--- config.mk ---
export PLATFORM = sky130hd
export DESIGN_NAME = nhc_fifo
export DESIGN_NICKNAME = d
export VERILOG_FILES = /design/src/sv/nhc_pkg.sv /design/src/sv/nhc_fifo.sv
export SDC_FILE = /design/constraint.sdc
export NUM_CORES = 1
export LEC_CHECK = 0
export BUFFER_PORTS_ARGS = -buffer_cell sky130_fd_sc_hd__buf_2
export CAP_MARGIN = 20
export CELL_PAD_IN_SITES_DETAIL_PLACEMENT = 1
export CELL_PAD_IN_SITES_GLOBAL_PLACEMENT = 2
export CORE_UTILIZATION = 30
export DETAILED_ROUTE_END_ITERATION = 10
export PLACE_DENSITY = 0.54
export SLEW_MARGIN = 20
export SYNTH_ARGS = -nofsm -noshare
export SYNTH_HDL_FRONTEND = slang
export SYNTH_SLANG_ARGS = --single-unit
--- constraint.sdc ---
create_clock -name clk -period 9.2 [get_ports clk]
set_input_delay 0.92 -clock clk [delete_from_list [all_inputs] [get_ports clk]]
set_output_delay 0.92 -clock clk [all_outputs]
set_load 0.005 [all_outputs]
--- src/sv/nhc_pkg.sv ---
// Shared types and constants for the neo-Hookean Cauchy stress block.
// No dependencies; imported by every module of the block.
package nhc_pkg;

  localparam int GRAD_W   = 32;   // Q4.28 gradient entry
  localparam int REG_W    = 32;   // mu / lambda registers
  localparam int OUT_W    = 48;   // Q32.16 stress
  localparam int JQ_W     = 42;   // floored determinant, Q.28
  localparam int D_W      = JQ_W - 1;  // positive divisor magnitude
  localparam int B_W      = 39;   // F*F^T minus identity, Q.28
  localparam int BLO_W    = 20;   // low slice of B for the split multiply
  localparam int FRAC_W   = 28;
  localparam int MANT_W   = 31;   // log mantissa, Q1.30
  localparam int EXP_W    = 7;
  localparam int LN_W     = 35;   // ln(J), Q.28
  localparam int NUM_W    = 72;   // numerator, Q.28
  localparam int A_W      = NUM_W - 1;  // numerator magnitude
  localparam int QUOT_W   = 48;
  localparam int SQ_STEPS = FRAC_W;
  localparam int NORM_STAGES = 3;
  localparam int LN_LAT   = NORM_STAGES + SQ_STEPS + 1;
  localparam int DIV_LAT  = QUOT_W + 1;
  localparam int DEF_QUEUE_DEPTH = 4;

  localparam logic [29:0] LN2_Q30 = 30'd744261118;
  localparam logic [OUT_W-1:0] OUT_POS_LIM = {1'b0, {(OUT_W-1){1'b1}}};
  localparam logic [OUT_W-1:0] OUT_NEG_MAG = {1'b1, {(OUT_W-1){1'b0}}};

  typedef logic signed [GRAD_W-1:0] grad_t;
  typedef logic signed [B_W-1:0]    bm_t;

  localparam bm_t ONE_Q28 = bm_t'(64'd268435456);

  typedef enum logic {
    CFG_SHEAR = 1'b0,
    CFG_LAME  = 1'b1
  } cfg_index_t;

  // One classified item handed from the front to the back.
  typedef struct packed {
    logic                    invalid;
    logic signed [JQ_W-1:0]  jq;
    bm_t [5:0]               bm;    // xx yy zz xy xz yz
  } cls_t;

endpackage

--- src/sv/nhc_fifo.sv ---
// Short queue of classified items between front and back.
// Depends on nhc_pkg.
module nhc_fifo #(
  parameter int DEPTH = nhc_pkg::DEF_QUEUE_DEPTH
) (
  input  logic          clk,
  input  logic          rst,
  input  logic          in_valid,
  output logic          in_ready,
  input  nhc_pkg::cls_t in_data,
  output logic          out_valid,
  input  logic          out_ready,
  output nhc_pkg::cls_t out_data
);
  import nhc_pkg::*;

  localparam int PTR_W = $clog2(DEPTH);
  localparam int CNT_W = $clog2(DEPTH + 1);

  cls_t             mem [DEPTH];
  logic [PTR_W-1:0] wr_ptr;
  logic [PTR_W-1:0] rd_ptr;
  logic [CNT_W-1:0] count;
  logic             push;
  logic             pop;

  assign in_ready  = count != CNT_W'(DEPTH);
  assign out_valid = count != '0;
  assign push      = in_valid && in_ready;
  assign pop       = out_valid && out_ready;
  assign out_data  = mem[rd_ptr];

  always_ff @(posedge clk) begin
    if (push) mem[wr_ptr] <= in_data;
  end

  always_ff @(posedge clk) begin
    if (rst) begin
      wr_ptr <= '0;
      rd_ptr <= '0;
      count  <= '0;
    end else begin
      if (push) begin
        wr_ptr <= (wr_ptr == PTR_W'(DEPTH - 1)) ? '0 : wr_ptr + 1'b1;
      end
      if (pop) begin
        rd_ptr <= (rd_ptr == PTR_W'(DEPTH - 1)) ? '0 : rd_ptr + 1'b1;
      end
      if (push && !pop)      count <= count + 1'b1;
      else if (pop && !push) count <= count - 1'b1;
    end
  end

endmodule

# --- Word-level counts from Yosys, hierarchy flattened ---
# Memories as Yosys holds them, arrays and structs flattened. A register that Yosys moved wholly into a read port is not among the register bits.
# Cells that the tools add are included.
word_totals:
  regBits: 7
  latch_bits: 0
  ramBits: 1108
  mem_bits_ro: 0
  word_cells: 27
  memories: 1
classes:
  n_addsub: 4
  mul: 0
  div: 0
  order_cmp: 0
  n_eq_ne: 3
  n_shift: 0
  mux: 8
  bitwise_logic: 0
  reduce_logical: 8
mem_list:
  columns: ["memory", "depth", "word_bits", "read_ports", "rd_ports_with_merged_regs", "wr", "line_no", "rtl"]
  rows:
  - ["mem", 4, 277, 1, 1, 1, "nhc_fifo.sv:20", "cls_t mem [DEPTH];"]
ops:
  columns: ["operator", "count"]
  rows:
  - ["$mux W2", 4]
  - ["$mux W3", 2]
  - ["$add A2 B1 Y2 const B", 2]
  - ["$eq A2 B2 Y1 const B", 2]
  - ["$logic_and A1 B1 Y1", 4]
  - ["$add A3 B1 Y3 const B", 1]
  - ["$ne A3 B3 Y1 const B", 1]
  - ["$reduce_bool A3 Y1", 1]
  - ["$sub A3 B1 Y3 const B", 1]
  - ["$logic_not A1 Y1", 2]
  - ["$mux W1", 2]
  - ["$reduce_bool A2 Y1", 1]

# --- Logic depth before layout (Yosys ltp) ---
# Gate-level depths: netlist (run 1).
logic_depth:
  depth_word: 6
  depth_mapped: 9
  ltp_nobuf: 8

# --- Least setup slack after synthesis (run 1) ---
# No wires, ideal clock.
synth_timing:
  path_type: "input to register"
  from: "in in_valid"
  to: "mem mem[3][0] in the netlist's numbering, enable pin"
  setup_ns: 0.675
  arrival_time_ns: 7.274
  required_time_ns: 8.525
  path_slack_ns: 1.251
  cell_stages: 1
  path_buffers: 0
  path_cell_list: "and3_1"
synth_between:
  elab_chain_cells: 3
synth_rtl:
  columns: ["element", "line_no", "rtl"]
  rows:
  - ["from (decl)", "nhc_fifo.sv:8", "input logic in_valid,"]
  - ["$logic_and A1 B1 Y1", "nhc_fifo.sv:29", "assign push = in_valid && in_ready;"]
  - ["$mux W1", "nhc_fifo.sv:34", "if (push) mem[wr_ptr] <= in_data;"]
  - ["$mux W1 (not written as such)", "nhc_fifo.sv:34", null]
  - ["to (decl)", "nhc_fifo.sv:20", null]
# Every way passes these cells.

==> results.cfg, run 1 <==
[detailed_routing]
avgRoutedWirePerCell_um = 23.5
wirelength_um = 94200
vias = 18400
route.detailed.drc = 0
viasPerCell = 4.59
ant_nets = 0
drtIter0Drc = 986
dr.pass1.iters = 5

[grt]
track_usage = 0.135
antenna_found_initial = 40
grt_pass1_wl_um = 136000
grt_util_met1 = 0.161
grtUsageMet2 = 0.226
busiest_layer = met2
grt_max_degree = 143
gr-usage-met3 = 0.0529
gr-total-overflow = 0
grt_pass1_vias = 20000

[placed_design]
place.port_buffers = 559
place_inst = 3776
dp_hpwl_um = 57300
place_congestion = 0.704

[setup_path]
cpPeakStageDelay_ps = 710
cp.arrival_ps = 3570
worstRegToRegCells = 4
crit_fanout = 89
rr_endpoint = mem[0][230]
crit_path_end = out_data[198]
rrSetupSlack_ps = 5970
crit_slowest_cell = mux4_1
r2r-start = count[0]
criticalPathCategory = flop to output pin
cp-start-kind = flop
worstSetupEndpointType = output pin
crit_required_ps = 8280
path_cells = buf_4, buf_12, mux4_1, buf_2

[flow_run]
maxCapViolCount = 0

[pwr]
peakVddDrop_v = 0.000167
p_leak_nw = 16.3
powerDensity_nw_per_um2 = 272

[yosys]
syn_nets = 1783
synth-seq-cells = 1117
syn_avg_cell_area_um2 = 27.3
synth_area_leader_cell = edfxtp_1
synth-edff-count = 1108
yosys-top-cells-count = edfxtp_1, mux4_2, mux4_1
synthCells = 1495
synth_warnings = 0
yosysSeqAreaShare = 0.821
synth_area_leaders = edfxtp_1, mux4_2, mux4_1, buf_6, dfxtp_1
ys.flop_type = edfxtp_1
synth-async-reset-ratio = 0
yosysMostFrequentCell = edfxtp_1
synth_cell_type_count = 26
synth_area_um2 = 40800
synth_top_area_share = 0.816

[sta]
fmax_mhz = 223
hold_viol = 0
maxSlewHeadroom = 0.190
tns_ps = 0
tightest_slew_ps = 1210
timing.final.crit_share = 0.488
drv_slew = 0
fin_crit_ps = 4490
rsz0062_at_grt = false
finClkSkew_ps = 21.7
setup_violations = 0

[layout]
multiInputGateArea_um2 = 6820
stdcell_count = 4003
fin_util = 0.369
ff_latch_area_um2 = 33500
fillers = 12900
drive_gt1_frac = 0.429
final_net_count = 2419
area_delta_synth_final_pct = 21.6

[floorplan]
rows = 134
fp.dieH_um = 371
start_util = 0.304
die-area_um2 = 137000
io_pins = 560
die_w_um = 371
core_area_um2 = 134000

[clock_network]
cts_hold_buf = 0
tritoncts = yes
cts_max_level = 3
root_buffer = clkbuf_16
cts_sinks = 1117
cts_buffers = 121
path_clk_slew_ps = 60
post_cts_buffers = 0
clk_latency_ps = 720
cts_buffer_depth = 3
post_cts_resized = 0

[run_status]
outcome = finished, final reports clean

[worst_hold_path]
hp-class = input port to flop
## routing by layer
| metal | up-vias | routed length [µm] | share of wire |
|---|---|---|---|
| met4 | 46 | 2460 | 0.026 |
| met3 | 214 | 7610 | 0.081 |
| met1 | 9679 | 36800 | 0.39 |
| met2 | 520 | 47000 | 0.50 |
| li1 | 7903 | - | - |
| met5 | - | 306 | 0.0032 |
## placed cells by master, fill, tap and decap left out, types with 3 or more instances in the layout
master      netlist  final
edfxtp_1       1108   1108
inv_6             0      6
buf_2            29    559
dfxtp_1           9      7
ha_1              6      6
diode_2           0      7
mux4_1           76     76
clkinv_2          0     13
buf_12            0     11
inv_1             3      3
nor2_1            3      3
bufinv_16         0     14
clkbuf_16         0    122
buf_4             0      6
or3_1             3      3
clkinv_1          0     18
and3_4            0      4
mux4_2          201    201
clkbuf_1          8     32
clkbuf_8          0      4
clkinvlp_4        0      7
mux2i_1           3      3
## per-stage QoR
stage          setup slack [ps]  area [µm²]  power [W]  hold slack [ps]
2_1_floorplan              1250       40800    0.00790              463
3_3_place_gp               5350       45600    0.00884              485
3_5_place_dp               5320       45600    0.00889              510
4_1_cts                    4490       49500     0.0138              314
5_1_grt                    4410       49500     0.0141              339
6_report                   4710       49600     0.0135              402
## final cells by class
class | instances | share of cell area
inverters | 3 | 0.000227
diodes | 7 | 0.000354
flip-flops and latches | 1117 | 0.675
well taps | 1768 | 0.0446
clock buffers | 158 | 0.0651
multi-input cells | 311 | 0.138
repair buffers | 577 | 0.0624
clock inverters | 62 | 0.0144
## logic make-up after synthesis
logic type               count (synthesis)  share of synthesized area
adder cells (fa/ha/maj)                  7                    0.00233
buffers and inverters                   67                     0.0123
flip-flops                            1117                      0.821
AO/OA/AOI/OAI                            5                   0.000860
XOR/XNOR                                 2                   0.000430
multiplexers                           280                      0.161
AND/OR/NAND/NOR                         17                    0.00243
## where the power goes
part / internal, W / switching, W
Clock: 0.00285 / 0.00194
Combinational: 0.00110 / 0.00131
Sequential: 0.00617 / 0.000107
## state kept, by name, summed over array words and instances, names as in the netlist, named ones only
signal  count
mem      1108
wr_ptr      2
count       3
rd_ptr      2
## how the worst min path moves through the flow
stage	startpoint	depth (start not counted)	endpoint
CTS	in_data[143]	1	mem[0][143]
finish	in_data[133]	1	mem[0][133]
floorplan	rd_ptr[0]	2	flop
global route	in_data[215]	1	mem[3][215]
detailed placement	rd_ptr[0]	2	flop
global placement	rd_ptr[0]	2	flop
## worst max-delay path: cells and delay by family, from the launching register on
family,cells,cell delay (ps)
buffers and inverters,3,1340
flip-flops,1,460
multiplexers,1,710
Note: power is estimated with default switching activity, not from simulation.
==> run 2, diff against run 1 <==
- clock period: 9.2 -> 4.3 ns (I/O delays scaled with it)
==> run 2 against run 1 <==
  * First-iteration DRC count down 14%
  * Via count increased by 6.0%
  * Largest power group unchanged
  * Cell count grew 8.0%
  * Sequential power rose by 110%
  * Combinational power increased by 130%
  * Critical endpoint is now out_data[234]
  * Worst setup slack worse by 3700 ps
  * Design area rose by 6.5%
  * Highest routed layer unchanged
==> results.cfg, run 2 (synthesis gave the netlist of run 1 again) <==
[run_status]
outcome = finished, final reports clean

[setup_path]
cpPeakStageDelay_ps = 760
rrSetupSlack_ps = 1790
crit_slowest_cell = dfxtp_4
worstSetupEndpointType = output pin
cp.arrival_ps = 2820
cp-start-kind = flop
path_cells = buf_12, mux4_1, buf_2
crit_fanout = 56
crit_required_ps = 3870
criticalPathCategory = flop to output pin

[layout]
drive_gt1_frac = 0.391
largest_register_ffs = 1108
final_net_count = 2747
area_delta_synth_final_pct = 29.5
fin_util = 0.393
top_register = mem
mostFrequentLayoutCells = edfxtp_1, buf_2, dlygate4sd3_1
mostFrequentLayoutCell = edfxtp_1
fillers = 12900
top_regs = mem: 1108 flops, count: 3 flops

[sta]
hold_viol = 0
rsz0062_at_grt = false
timing.final.crit_share = 0.755
fin_crit_ps = 3250
setup_ws_ps = 1050
tightest_slew_ps = 827
finClkSkew_ps = 19.1
fmax_mhz = 308
maxSlewHeadroom = 0.449
setup_violations = 0
drv_slew = 0

[flow_run]
maxCapViolCount = 0

[detailed_routing]
drtIter0Drc = 851
dr.pass1.iters = 5
route.detailed.drc = 0
avgRoutedWirePerCell_um = 23.1
ant_nets = 0
wirelength_um = 100000
viasPerCell = 4.50
vias = 19500

[placed_design]
place_congestion = 0.709
place.port_buffers = 559
pre_cts_ws_ps = 1720
dp_hpwl_um = 63200

[floorplan]
start_util = 0.304
io_pins = 560
rows = 134
core_area_um2 = 134000
fp.dieH_um = 371
die-area_um2 = 137000
die_w_um = 371

[clock_network]
root_buffer = clkbuf_16
cts_buffers = 130
cts_buffer_depth = 3
path_clk_slew_ps = 60
post_cts_buffers = 0
cts_sinks = 1117
cts_max_level = 4
clk_latency_ps = 740
tritoncts = yes

[pwr]
powerDensity_nw_per_um2 = 555
peakVddDrop_v = 0.000321
p_leak_nw = 17.8

[grt]
grt_max_degree = 69
track_usage = 0.145
grt_pass1_wl_um = 146000
gr-total-overflow = 0
grt_pass1_vias = 22000
antenna_found_initial = 10

[worst_hold_path]
hp-class = input port to flop
==> run 2: report_power, final <==
part	internal [W]	total [W]	switching (W)
sequential	0.0132	0.0135	0.000296
clock	0.00604	0.0103	0.00427
combinational	0.00261	0.00552	0.00291
total	0.0218	0.0293	0.00747
==> run 2: timing repair <==
item,in CTS,in global routing
endpoints found under the hold margin,1116,0
hold buffers,279,0
resized for setup,0,0
==> run 2: final cells by class <==
type | count | area [µm²] | area share
Clock inverter | 59 | 480 | 0.00910
Multi-Input combinational cell | 311 | 6820 | 0.129
Clock buffer | 166 | 3490 | 0.0662
Tap cell | 1768 | 2210 | 0.0419
Antenna cell | 4 | 10.0 | 0.000190
Inverter | 3 | 11.3 | 0.000213
Sequential cell | 1117 | 33500 | 0.634
Timing Repair Buffer | 896 | 6290 | 0.119
==> run 2: through the flow <==
step | hold WS (ps) | area, µm² | cells | TNS, ps | total power (W)
3_5_place_dp | 488 | 46000 | 3816 | 0 | 0.0192
5_1_grt | 193 | 52800 | 4323 | 0 | 0.0306
2_1_floorplan | 463 | 40800 | 1495 | -302090 | 0.0167
6_report | 176 | 52800 | 4324 | 0 | 0.0293
4_1_cts | 82.7 | 52800 | 4320 | 0 | 0.0299
3_3_place_gp | 477 | 46000 | 3816 | 0 | 0.0191
==> run 2: path summary, 6_finish.rpt <==
kind,cells after the start,end,startpoint
worst max register to register,7,count[2],count[0]
worst min register to register,2,flop,rd_ptr[0]
worst max-delay path,3,out_data[234],flop
worst min-delay path,4,flop,out_ready
==> run 2: metal layers <==
layer	GRT usage	routed length, µm
met3	0.0472	6820
met1	0.174	40200
met4	0.0457	2340
met5	0	62
met2	0.245	50500
==> run 2: worst max-delay path: cells and delay by family (launching register included) <==
kind / cells / cell delay [ps]
DFF: 1 / 760
muxes: 1 / 650
buffers and inverters: 2 / 600
